<file path="config.mk">
export PLATFORM = sky130hd
export DESIGN_NAME = ted_merge
export DESIGN_NICKNAME = d
export VERILOG_FILES = /design/src/design/ted_pkg.sv /design/src/design/ted_merge.sv
export SDC_FILE = /design/constraint.sdc
export NUM_CORES = 1
export LEC_CHECK = 0
export ABC_CLOCK_PERIOD_IN_PS = 6400
export BUFFER_PORTS_ARGS = -buffer_cell sky130_fd_sc_hd__buf_2
export CAP_MARGIN = 10
export CORE_MARGIN = 10
export CORE_UTILIZATION = 44
export DETAILED_ROUTE_END_ITERATION = 7
export GPL_TIMING_DRIVEN = 0
export PLACE_DENSITY = 0.94
export SYNTH_ARGS = -nofsm -noshare
export SYNTH_HDL_FRONTEND = slang
export SYNTH_SLANG_ARGS = --single-unit
</file>
<file path="constraint.sdc">
create_clock -name vclk -period 6.4
set_input_delay 0.96 -clock vclk [all_inputs]
set_output_delay 0.96 -clock vclk [all_outputs]
set_load 0.03 [all_outputs]
</file>
<file path="src/design/ted_pkg.sv">
`timescale 1ns / 1ps
package ted_pkg;

	// Table geometry
	localparam int MAX_EDGES   = 1024;
	localparam int VERTEX_BITS = 16;
	localparam int IDX_W       = $clog2(MAX_EDGES);
	localparam int CNT_W       = IDX_W + 1;
	localparam int NEED_W      = 2;

	// Result field widths
	localparam int OUT_IDX_W = 10;
	localparam int FACE_W    = 16;
	localparam int MASK_W    = 3;

	// Edge positions within a face
	localparam int EDGE_AB = 0;
	localparam int EDGE_BC = 1;
	localparam int EDGE_CA = 2;
	localparam int NUM_EDGES = 3;

	typedef logic [VERTEX_BITS-1:0] vert_t;

	typedef struct packed {
		vert_t lo;
		vert_t hi;
	} pair_t;

	// What one lane found over the scan
	typedef struct packed {
		logic             found;
		logic [IDX_W-1:0] idx;
	} lane_t;

	// Combined decision for the face
	typedef struct packed {
		logic                           full;
		logic [NEED_W-1:0]              need;
		logic [NUM_EDGES-1:0]           mask;
		logic [NUM_EDGES-1:0][IDX_W-1:0] idx;
	} merge_t;

endpackage

</file>
<file path="src/design/ted_merge.sv">
`timescale 1ns / 1ps
module ted_merge
	import ted_pkg::*;
(
	input  lane_t [NUM_EDGES-1:0] lanes,
	input  logic  [CNT_W-1:0]     count,
	output merge_t                res
);

	logic [NEED_W-1:0] miss_ab;
	logic [NEED_W-1:0] miss_bc;
	logic [NEED_W-1:0] miss_ca;
	logic [NEED_W-1:0] off_bc;
	logic [NEED_W-1:0] off_ca;
	logic [CNT_W:0]    total;

	// Count the edges that have to be appended
	assign miss_ab = NEED_W'(!lanes[EDGE_AB].found);
	assign miss_bc = NEED_W'(!lanes[EDGE_BC].found);
	assign miss_ca = NEED_W'(!lanes[EDGE_CA].found);
	assign off_bc  = miss_ab;
	assign off_ca  = miss_ab + miss_bc;
	assign total   = (CNT_W + 1)'(count) + (CNT_W + 1)'(off_ca + miss_ca);

	always_comb begin
		res.need = off_ca + miss_ca;
		res.full = (total > (CNT_W + 1)'(MAX_EDGES));
		res.mask = {miss_ca[0], miss_bc[0], miss_ab[0]};
		// Found edges keep their stored index, new ones take the next free slots
		res.idx[EDGE_AB] = lanes[EDGE_AB].found ? lanes[EDGE_AB].idx : count[IDX_W-1:0];
		res.idx[EDGE_BC] = lanes[EDGE_BC].found ? lanes[EDGE_BC].idx :
			IDX_W'(count + CNT_W'(off_bc));
		res.idx[EDGE_CA] = lanes[EDGE_CA].found ? lanes[EDGE_CA].idx :
			IDX_W'(count + CNT_W'(off_ca));
	end

endmodule

</file>
==> impl_results.md <==
- Outcome: finished, final reports clean
- Leakage power total: 0.6940 nW
- Post-synthesis sequential area ratio: 0%
- Net total in the final layout: 271
- Starting utilization of the core area: 47.62%
- Largest cells by area after synthesis: mux2_2 14%, xor2_1 12%, nand2_1 11%
- Power per Cell Area: 97.08 mW/mm^2
- Fillers: between 200 and 250
- Biggest cell delay along the critical path: 0.45 ns
- Number of warnings printed during yosys synthesis: 0
- Post-route DRC violation count: 0
- Final-report setup violation count: 0
- Num rows: 16
- Count of buffer and inverter cells on the critical path: 7
- Combined global-route utilization of all metal layers: 14.72%
- Final sequential cell count: 0
- Cell repeated most along the worst path: inv_1
- Ratio of cells with drive above 1 in the final layout: 44.44%
- Met2 Track Usage GR: 26.66%
- Final total negative setup slack: 0 ns
- Maximum fanout along the worst path: 10
- Number of optimization iterations in the first detailed-route pass: 4
- Final Hold Viols: 0
- Via count of the first global-routing pass: 1,192
- Synthesized area divided by synthesized cell count: 6.762 um^2
- Wirelength, routed: 3.575 mm
- Library cells used by synthesis: 30
- Combined area of the multi-input logic cells: 858.3 um^2
- Final worst path period need: 4.899 ns
- Yosys top cell area share: 14.17%
- Unrepaired setup endpoints after global routing: false
- Met3 global-route usage: 4.849%
- GR met1 Demand/Resource: 16.15%
- Antenna violations before repair: 0
- Area used by sequential logic in the layout: 0 um^2
- Synth-to-Final Area Change: 42.91%
- Number of clock-tree buffers in the layout: 0
- Critical path data arrival time: 3.94 ns
- Busiest layer in global routing: met2
- Die area: approximately 0.0044 mm^2
- Cell with the largest stage delay on the worst path: fa_1
- Kind of cell adding the most delay to the critical path: buffers and inverters
- Average via count per standard cell: 5.202
- Final hold slack: 2.277 ns
- Congestion Overflow GR: 0
- Hold-fix buffer count after cts: 0
- Critical setup path kind: primary input to output pin
- Via Count: 1,264
- Number of routed nets with antenna violations: 0
- Syn nets: 194
- Post-DP HPWL: 3.077 mm
- Post-synthesis instance area: about 950 um^2
- Transition time of the tightest slew-check pin: between 0.4 and 0.5 ns
- Maximum number of pins on one net before global-route repair: 11
- Resized cells post-CTS: 0
- Number of setup buffers added after CTS: 0
- Depth of the critical timing path with buffers and inverters included: 14
- Cell Chain, Critical Path: buf_2, clkbuf_1, clkbuf_1, inv_1, ha_1, inv_1, fa_1, inv_1, fa_1, nor4_1, a31oi_1, a211oi_1, a31oi_1, buf_2
- DIE HEIGHT: 66.55 um
- Setup crit start: lanes[21]
- Peak VDD IR: 0.00005446 V
- Nature of the critical path endpoint: output pin
- Per-cell routed wire length: about 15 um
- Count of input and output buffers: 75
- CP Data Required Time: around 5.4 ns
- Top-Level Pins: 80
- Startpoint type of the worst setup path: primary input
- Last element of the critical path: res[35]
- Global placer's final weighted congestion: 0.8360
- Core outline area: 0.002002 mm^2
- Slew headroom: 69.24%
- Number of antenna repair diodes: 0
- Die width: between 60 and 70 um
- Cell type with the highest aggregate area in the netlist: mux2_2
- Number of max-cap violations: 0
- Max-slew violation total from the final report: 0
- Global-route wire length before repair: roughly 5.5 mm
- Achievable Freq: 0.2041 GHz
- Initial DRC count: 67
- Final worst-path cycle share: 76.54%
- Post-Synthesis Cells: 141
- Class of the worst hold path: primary input to output pin
## where the power goes
| part | internal, mW | switching (mW) | total (mW) |
|---|---|---|---|
| Sequential | 0 | 0 | 0 |
| Clock | 0 | 0 | 0 |
| Combinational | 0.0470 | 0.0852 | 0.132 |
| Total | 0.0470 | 0.0852 | 0.132 |
## Yosys cell counts (all sizes together)
cell type,n
a211oi,1
nor4,1
xor2,13
or3,2
nor2b,2
nand2,29
nand3,4
mux2,12
o21ai,21
xnor2,7
and2b,1
a21oi,1
nand4,3
clkbuf,6
o41ai,1
mux2i,1
a31oi,3
inv,9
ha,5
nor2,6
fa,4
and4,2
buf,6
nand3b,1
## stage by stage
step	cell area [um^2]	total power [mW]	utilization [%]	worst slack (ns)	cells
after floorplan	953.4	0.08953	-	1.830	141
after global routing	1363	0.1431	68.06	1.264	243
after global placement	1363	0.1300	68.06	1.624	243
final	1363	0.1323	68.06	1.501	243
after detailed placement	1363	0.1325	68.06	1.558	243
after CTS	1363	0.1330	68.06	1.512	243
## cell families after synthesis
family | share of synthesized area, %
compound gates | 15.22
xor+xnor | 18.37
fa+ha+maj | 14.96
buf+inv | 9.974
mux | 15.22
simple gates | 26.25
## cells in the final DEF (no fill, tap or decap), drive strengths merged
master   n
buf     81
nand2   29
o21ai   21
xor2    13
mux2    12
inv      9
xnor2    7
clkbuf   6
nor2     6
ha       5
nand3    4
fa       4
a31oi    3
nand4    3
and4     2
nor2b    2
or3      2
and2b    1
a21oi    1
o41ai    1
nand3b   1
nor4     1
a211oi   1
mux2i    1
## worst min-delay path by stage
stage / startpoint / end / depth (start not counted)
floorplan: count[1] / res[1] / 1
global placement: lanes[30] / res[28] / 4
detailed placement: lanes[30] / res[28] / 4
CTS: lanes[30] / res[28] / 4
global route: lanes[5] / res[5] / 4
finish: lanes[30] / res[28] / 4
## tightest hold or removal path: stages
cell and delay, ns:
buf_2 0.09, nand2_1 0.04, o21ai_1 0.05, buf_2 0.17
## cell type report
cell class | count | share of cell area (%)
plain buffers | 12 | 4.500
multi-input cells | 120 | 62.99
repair buffers | 75 | 27.55
inverters | 9 | 2.479
well taps | 27 | 2.479
## layer usage
metal  up-vias  routed length, um
met5         -                  0
met1       580               1396
li1        629                  -
met4         0                 68
met2        49               1735
met3         6                375
(Power assumes the default switching activity.)
