==> src/design/ted_pkg.sv <==
`timescale 1ns / 1ps
package ted_pkg;

	// Table geometry
	localparam int MAX_EDGES   = 1024;
	localparam int VERTEX_BITS = 16;
	localparam int IDX_W       = $clog2(MAX_EDGES);
	localparam int CNT_W       = IDX_W + 1;
	localparam int NEED_W      = 2;

	// Result field widths
	localparam int OUT_IDX_W = 10;
	localparam int FACE_W    = 16;
	localparam int MASK_W    = 3;

	// Edge positions within a face
	localparam int EDGE_AB = 0;
	localparam int EDGE_BC = 1;
	localparam int EDGE_CA = 2;
	localparam int NUM_EDGES = 3;

	typedef logic [VERTEX_BITS-1:0] vert_t;

	typedef struct packed {
		vert_t lo;
		vert_t hi;
	} pair_t;

	// What one lane found over the scan
	typedef struct packed {
		logic             found;
		logic [IDX_W-1:0] idx;
	} lane_t;

	// Combined decision for the face
	typedef struct packed {
		logic                           full;
		logic [NEED_W-1:0]              need;
		logic [NUM_EDGES-1:0]           mask;
		logic [NUM_EDGES-1:0][IDX_W-1:0] idx;
	} merge_t;

endpackage

==> src/design/ted_edge_lane.sv <==
`timescale 1ns / 1ps
module ted_edge_lane
	import ted_pkg::*;
(
	input  logic             clk,
	input  logic             arst_n,
	input  logic             clear,
	input  logic             en,
	input  logic [IDX_W-1:0] entry_idx,
	input  pair_t            entry,
	input  vert_t            x,
	input  vert_t            y,
	output lane_t            res
);

	logic             hit;
	logic             found_q;
	logic [IDX_W-1:0] idx_q;

	// Match the stored pair in either order
	assign hit = en && (((entry.lo == x) && (entry.hi == y)) ||
		((entry.lo == y) && (entry.hi == x)));

	// Track the match flag; entries arrive in rising order, so the latest hit wins
	always_ff @(posedge clk or negedge arst_n) begin
		if (!arst_n) begin
			found_q <= 1'b0;
		end else if (clear) begin
			found_q <= 1'b0;
		end else if (hit) begin
			found_q <= 1'b1;
		end
	end

	// Hold the index of the latest hit
	always_ff @(posedge clk) begin
		if (hit) begin
			idx_q <= entry_idx;
		end
	end

	assign res.found = found_q;
	assign res.idx   = idx_q;

endmodule

==> config.mk <==
export PLATFORM = sky130hd
export DESIGN_NAME = ted_edge_lane
export DESIGN_NICKNAME = d
export VERILOG_FILES = /design/src/design/ted_pkg.sv /design/src/design/ted_edge_lane.sv
export SDC_FILE = /design/constraint.sdc
export NUM_CORES = 1
export LEC_CHECK = 0
export BUFFER_PORTS_ARGS = -buffer_cell sky130_fd_sc_hd__buf_2
export CORE_MARGIN = 1
export CORE_UTILIZATION = 41
export CTS_CLUSTER_DIAMETER = 40
export DETAILED_ROUTE_END_ITERATION = 12
export PLACE_DENSITY = 0.85
export SYNTH_ARGS = -nofsm -noshare
export SYNTH_HDL_FRONTEND = slang
export SYNTH_SLANG_ARGS = --single-unit
==> constraint.sdc <==
create_clock -name clk -period 1.1 [get_ports clk]
set_clock_uncertainty 0.05 [all_clocks]
set_input_delay 0.165 -clock clk [delete_from_list [all_inputs] [get_ports clk]]
set_output_delay 0.165 -clock clk [all_outputs]
set_load 0.02 [all_outputs]
==> results.cfg, run 1 <==
[outcome]
status = finished with violations
violations = setup timing

[sta]
setup_viol = 11
tightest_slew_ns = 0.3711
setup_ws_ns = -0.4252
slew_headroom_pct = 75.03
hold_viol = 0
grt_setup_unrepaired = yes
drv_slew = 0
setup_tns_ns = -4.469
fmax_ghz = 0.6557
period_share_pct = 138.7
min_period_ns = 1.525

[min_path]
min_from = entry_idx[7]
min_path_type = in2reg

[layout]
layout-drive-gt1-share_pct = 53.03
nFillCells = 161
nets = 277
syn2layout_area_growth_pct = 66.39
n_antenna_cell = 0

[power_and_ir_drop]
netSwitchingPower_uw = 360.8
clkPwrFrac_pct = 21.2
pwr-share-comb_pct = 41.2
total_power_uw = 1212
peakVddDrop_uv = 476.6
powerDensity_nw_per_um2 = 696.5
p_sw_share_pct = 29.77
pwr-share-seq_pct = 37.6
power.internal_uw = 851.3
power_leakage_uw = 0.0008250

[drt]
drt_iter0_drc = 21
wirelength_um = 3410
wl_per_cell_um = 15.09
ant_nets = 0
drt-vias-per-instance = 5.310
drtPass1Iterations = 4
drc = 0
via_count = 1200

[placement]
place_congestion = 0.9361
dp.final_hpwl_um = 2731
port_buffers = 88

[grt]
grtUsageMet1_pct = 26.42
grt_pass1_vias = 1189
grt_usage_pct = 25.59
overflow = 0
grt_pass1_wl_um = 5037
antenna_found_initial = 0
busiest_layer = met2
grt_max_degree = 7
use_met3_pct = 3.188
gr-usage-met2_pct = 48.31

[run]
drv_cap = 0

[worst_setup_path]
critPathLaunch = entry[24]
required_ns = 1.03
path_max_fanout = 5
crit_path_end_kind = flop
crit_arrival_ns = 1.45
critPathKind = in2reg
start_kind = input pin
worstReg2RegStart = found_q

[floorplanning]
num_rows = 17
fp.dieH_um = 52.51
start_util_pct = 45.53
core-area_sq_um = 2297
io_pins = 89
die_x_um = 52.51
die_area_sq_um = 2757

[logic_synthesis]
synth_area_sq_um = 1046
syn_area_per_cell_sq_um = 10.36
synth_warnings = 0
synthTopCellsByCount = xor2_1 (64), nor4_1 (16), edfxtp_1 (10)
async_reset_ff_share_pct = 9.091
synth_top_area_cell = xor2_1
synth.distinct_cells = 10
synthFlopType = edfxtp_1
synth_area_leaders = xor2_1 (54%), edfxtp_1 (29%), nor4_1 (9.6%)
synth_most_common_cell = xor2_1
netlist.area_leader.share_pct = 53.59
synth-edff-count = 10
syn_inst = 101
seq_area_frac_synth_pct = 31.10
synth.ff_latch_count = 11
syn-num-nets = 179

[clock_tree]
cts_tree = yes
clk_pin_slew_ns = 0.06
insertion_delay_ns = 0.26
clock_sinks = 11
clock_path_buffers = 2
cts_buffers = 3
clockRootBuffer = clkbuf_4
htreeDepth = 1
==> power groups by stage <==
stage,registers [uW],logic [uW],clock network [uW]
final,456,499,257
after global routing,455,536,299
after CTS,456,458,269
after detailed placement,465,419,0
after global placement,465,407,0
after floorplan,465,166,0
==> worst max-delay path, stage by stage <==
cell and delay [ns]:
buf_2 0.12, xor2_1 0.16, nor4_1 0.39, nand4_1 0.18
o22ai_2 0.22, and2_4 0.22
==> sequential cells by signal, summed over array words and instances, names as in the netlist <==
name	flops
idx_q	10
found_q	1
==> final cells by class <==
type,count,area (sq um),share of cell area (%)
repair buffers,93,578.1,33.21
clock buffers,4,26.28,1.510
well taps,28,35.03,2.013
flip-flops and latches,11,325.3,18.69
multi-input cells,90,775.7,44.57
==> cell families after synthesis <==
logic type / after synthesis / synth area share (%)
AOI/OAI and AO/OA: 2 / 1.316
and+or+nand+nor: 23 / 13.28
xor gates and xnor gates: 64 / 53.59
DFF: 11 / 31.10
buffers and inverters: 1 / 0.7180
==> path summary, 6_finish.rpt <==
path | end | slack (ns) | depth (start not counted)
worst min register to register | found_q | 0.47 | 1
worst max register to register | found_q | 0.34 | 3
worst min-delay path | idx_q[7] | 0.03 | 1
max in group asynchronous | found_q | 0.76 | 2
min in group asynchronous | found_q | 0.15 | 2
worst max-delay path | idx_q[1] | -0.43 | 6
==> routing by layer <==
layer	routed length [um]	vias to the layer above
li1	-	553
met1	1225	546
met2	1785	88
met3	304	13
met4	95	0
met5	0	-
==> timing repair <==
item                       4_1_cts  5_1_grt
gates resized for setup         15       13
gates cloned                     1        0
setup endpoints to repair       11       11
buffers inserted                 0        1
hold buffers                     1        0
pin swaps                       14       10
hold endpoints to repair         1        0
==> cells in the final DEF, fill, tap and decap left out <==
cell and n:
dlygate4sd3_1 1, nand4_1 4, buf_4 4, dfrtp_1 1, and2_4 2, xor2_1 63, buf_6 14, o22ai_2 1
buf_8 1, xor2_2 1, clkbuf_1 1, nor4_2 6, nor2_1 2, clkbuf_4 3, edfxtp_1 10, buf_2 73
o21a_1 1, nor4_1 10
==> through the flow <==
stage          instances  worst slack [ns]  util [%]  hold WS (ns)  cell area, sq um
2_1_floorplan        101           -0.3435         -       -0.1806              1049
3_3_place_gp         219           -0.6595     66.99       -0.1078              1539
3_5_place_dp         219           -0.6964     66.99       -0.1051              1539
6_report             226           -0.4252     75.76       0.03066              1740
4_1_cts              225           -0.3316     72.77       0.02210              1672
5_1_grt              226           -0.5186     75.76       0.01047              1740
Power figures use the tool's default switching activity.
==> run 2, diff against run 1 <==
--- a/config.mk
+++ b/config.mk
@@ -5,12 +5,14 @@
 export SDC_FILE = /design/constraint.sdc
 export NUM_CORES = 1
 export LEC_CHECK = 0
+export ABC_AREA = 1
 export BUFFER_PORTS_ARGS = -buffer_cell sky130_fd_sc_hd__buf_2
 export CORE_MARGIN = 1
-export CORE_UTILIZATION = 41
+export CORE_UTILIZATION = 45
 export CTS_CLUSTER_DIAMETER = 40
 export DETAILED_ROUTE_END_ITERATION = 12
-export PLACE_DENSITY = 0.85
+export HOLD_SLACK_MARGIN = 0.05
+export PLACE_DENSITY = 0.87
 export SYNTH_ARGS = -nofsm -noshare
 export SYNTH_HDL_FRONTEND = slang
 export SYNTH_SLANG_ARGS = --single-unit
==> run 2 against run 1 <==
  * The flow still finishes with violations (setup timing)
  * First-iteration DRC count grew to 4.2 times the previous value
  * Global-route usage grew 2.1 points
  * Routed wire length grew 37%
  * Synthesized area grew 22%
  * Sequential power is essentially flat
  * Setup slack gained 0.15 ns
  * Sequential share of layout area shrank 4.0 points
  * Die area grew 11%
  * Critical endpoint is now idx_q[5]
==> results.cfg, run 2 <==
[grt]
gr-usage-met2_pct = 56.11
overflow = 0
grt_max_degree = 7
grt_usage_pct = 27.68
grtUsageMet1_pct = 25.30
busiest_layer = met2
use_met3_pct = 5.152
grt_pass1_vias = 1579
grt_pass1_wl_um = 6596
antenna_found_initial = 0

[floorplanning]
io_pins = 89
start_util_pct = 49.66
die_area_sq_um = 3050
die_x_um = 55.23
num_rows = 18
core-area_sq_um = 2567
fp.dieH_um = 55.23

[logic_synthesis]
synth_most_common_cell = nand2_1
synth-edff-count = 10
async_reset_ff_share_pct = 9.091
synth_xor_xnor_area_share_pct = 35.03
syn_inst = 193
synth_area_leaders = xnor2_1 (35%), nand2_1 (24%), edfxtp_1 (24%)
synth.distinct_cells = 9
synth_top_area_cell = xnor2_1
synthAdderAreaFrac_pct = 0
syn_area_per_cell_sq_um = 6.606
synth_compound_area_share_pct = 0.6869
synth_top_family_by_area = XOR/XNOR gates
synthFlopType = edfxtp_1
synth.ff_latch_count = 11
syn-num-nets = 271
synth_warnings = 0
netlist.area_leader.share_pct = 35.03
synthTopCellsByCount = nand2_1 (82), xnor2_1 (51), inv_1 (26)
synthMuxAreaShare_pct = 0
seq_area_frac_synth_pct = 25.52
synth_area_sq_um = 1275
synth-simple-area-share_pct = 30.52

[worst_setup_path]
worstRegToRegCells = 2
path_max_fanout = 5
worstReg2RegStart = found_q
critPathLaunch = y[0]
start_kind = input pin
crit_path_end_kind = flop
reg2reg_slack_ns = 0.44
crit_arrival_ns = 1.31
critPathKind = in2reg
required_ns = 1.03

[drt]
ant_nets = 0
via_count = 1625
drtPass1Iterations = 4
wl_per_cell_um = 14.20
drt_iter0_drc = 88
drt-vias-per-instance = 4.954
wirelength_um = 4657
drc = 0

[clock_tree]
clock_path_buffers = 2
cts_tree = yes
insertion_delay_ns = 0.27
cts_buffers = 3
htreeDepth = 1
clockRootBuffer = clkbuf_4
clock_sinks = 11
clk_pin_slew_ns = 0.08

[power_and_ir_drop]
clkPwrFrac_pct = 19.7
power_leakage_uw = 0.001150
netSwitchingPower_uw = 471.4
p_sw_share_pct = 32.39
total_power_uw = 1455
power.internal_uw = 983.8
powerDensity_nw_per_um2 = 657.5
pwr-share-comb_pct = 49.0
pwr-share-seq_pct = 31.3
peakVddDrop_uv = 758.3

[sta]
drv_slew = 0
hold_viol = 0
min_period_ns = 1.379
slew_headroom_pct = 86.10
fmax_ghz = 0.7254
grt_setup_unrepaired = yes
setup_ws_ns = -0.2786
tightest_slew_ns = 0.2070
period_share_pct = 125.3
setup_viol = 11

[placement]
pre_cts_slack_ns = -0.5271
place_congestion = 0.8271
placed_area_sq_um = 1862
dp.final_hpwl_um = 3035
port_buffers = 88

[layout]
final_cell_mix = nand2_1 (80), buf_2 (77), xnor2_2 (27)
design_area_sq_um = 2213
layout-drive-gt1-share_pct = 45.64
nFillCells = 137
n_antenna_cell = 0
final_util_pct = 86.21
layout_commonest_cell = nand2_1
multi_input_area_sq_um = 1067
reg_top3 = idx_q x10, found_q x1
seq_area_sq_um = 325.3
nets = 377
syn2layout_area_growth_pct = 73.60
largest_register_ffs = 10
largest_register = idx_q

[min_path]
min_path_type = in2async

[run]
drv_cap = 0

[outcome]
violations = setup timing
status = finished with violations
[run 2: changes by cell type after synthesis, moves of 4 or more]
| cell | change |
|---|---|
| nand2_1 | +82 |
| xnor2_1 | +51 |
| nor4_1 | -16 |
| nand4_1 | -4 |
| xor2_1 | -64 |
| nor2_1 | +18 |
| inv_1 | +26 |
[run 2: kinds of logic (layout without fill, tap and decap cells)]
logic type                count (synthesis)  in the layout
buffers and inverters                    27            132
DFF                                      11             11
and+or+nand+nor                         103            103
xor gates and xnor gates                 51             51
AOI/OAI and AO/OA                         1              1
[run 2: worst max-delay path: stages]
cell and delay, ns:
buf_2 0.12, xnor2_1 0.15, nand2_1 0.08, nor2_1 0.18
nand2_1 0.10, nor2_1 0.14, nand2_1 0.08, nand2_2 0.09
nand2_4 0.07, clkinvlp_4 0.13
[run 2: routing by layer]
metal | routed length (um) | up-vias
met2 | 2523 | 105
met5 | 0 | -
met4 | 204 | 0
met1 | 1512 | 721
met3 | 416 | 22
li1 | - | 777
[run 2: layout make-up]
cell class                 instances  share of cell area [%]
sequential                        11                   14.70
timing repair inverter             1                  0.3392
tap                               30                   1.696
inverter                          26                   4.579
clock buffer                       4                   1.187
multi-input combinational        155                   48.22
timing repair buffer             101                   29.28
[run 2: power by group through the flow]
stage               clock network [uW]  registers [uW]  logic (uW)
floorplan                            0             465         302
global placement                     0             465         550
detailed placement                   0             465         565
CTS                                273             455         638
global route                       305             455         768
finish                             287             455         713
[run 2: through the flow]
stage | hold slack [ns] | setup TNS [ns] | std cells
after floorplan | -0.1806 | -1.487 | 193
after global placement | -0.1092 | -4.711 | 311
after detailed placement | -0.1081 | -5.621 | 311
after CTS | 0.1395 | -1.243 | 328
after global routing | 0.1312 | -3.306 | 328
final | 0.1386 | -2.831 | 328
[run 2: worst paths after layout]
kind / end
setup / recovery: idx_q[5]
hold / removal: found_q
setup reg to reg: found_q
hold reg to reg: found_q
max in group asynchronous: found_q
min in group clk: found_q
[run 2: repair_timing]
item,CTS,global route
hold endpoints to repair,12,0
setup endpoints to repair,11,11
buffers inserted,0,0
gates resized for setup,19,30
pin swaps,23,16
gates cloned,1,0
hold buffers,12,0
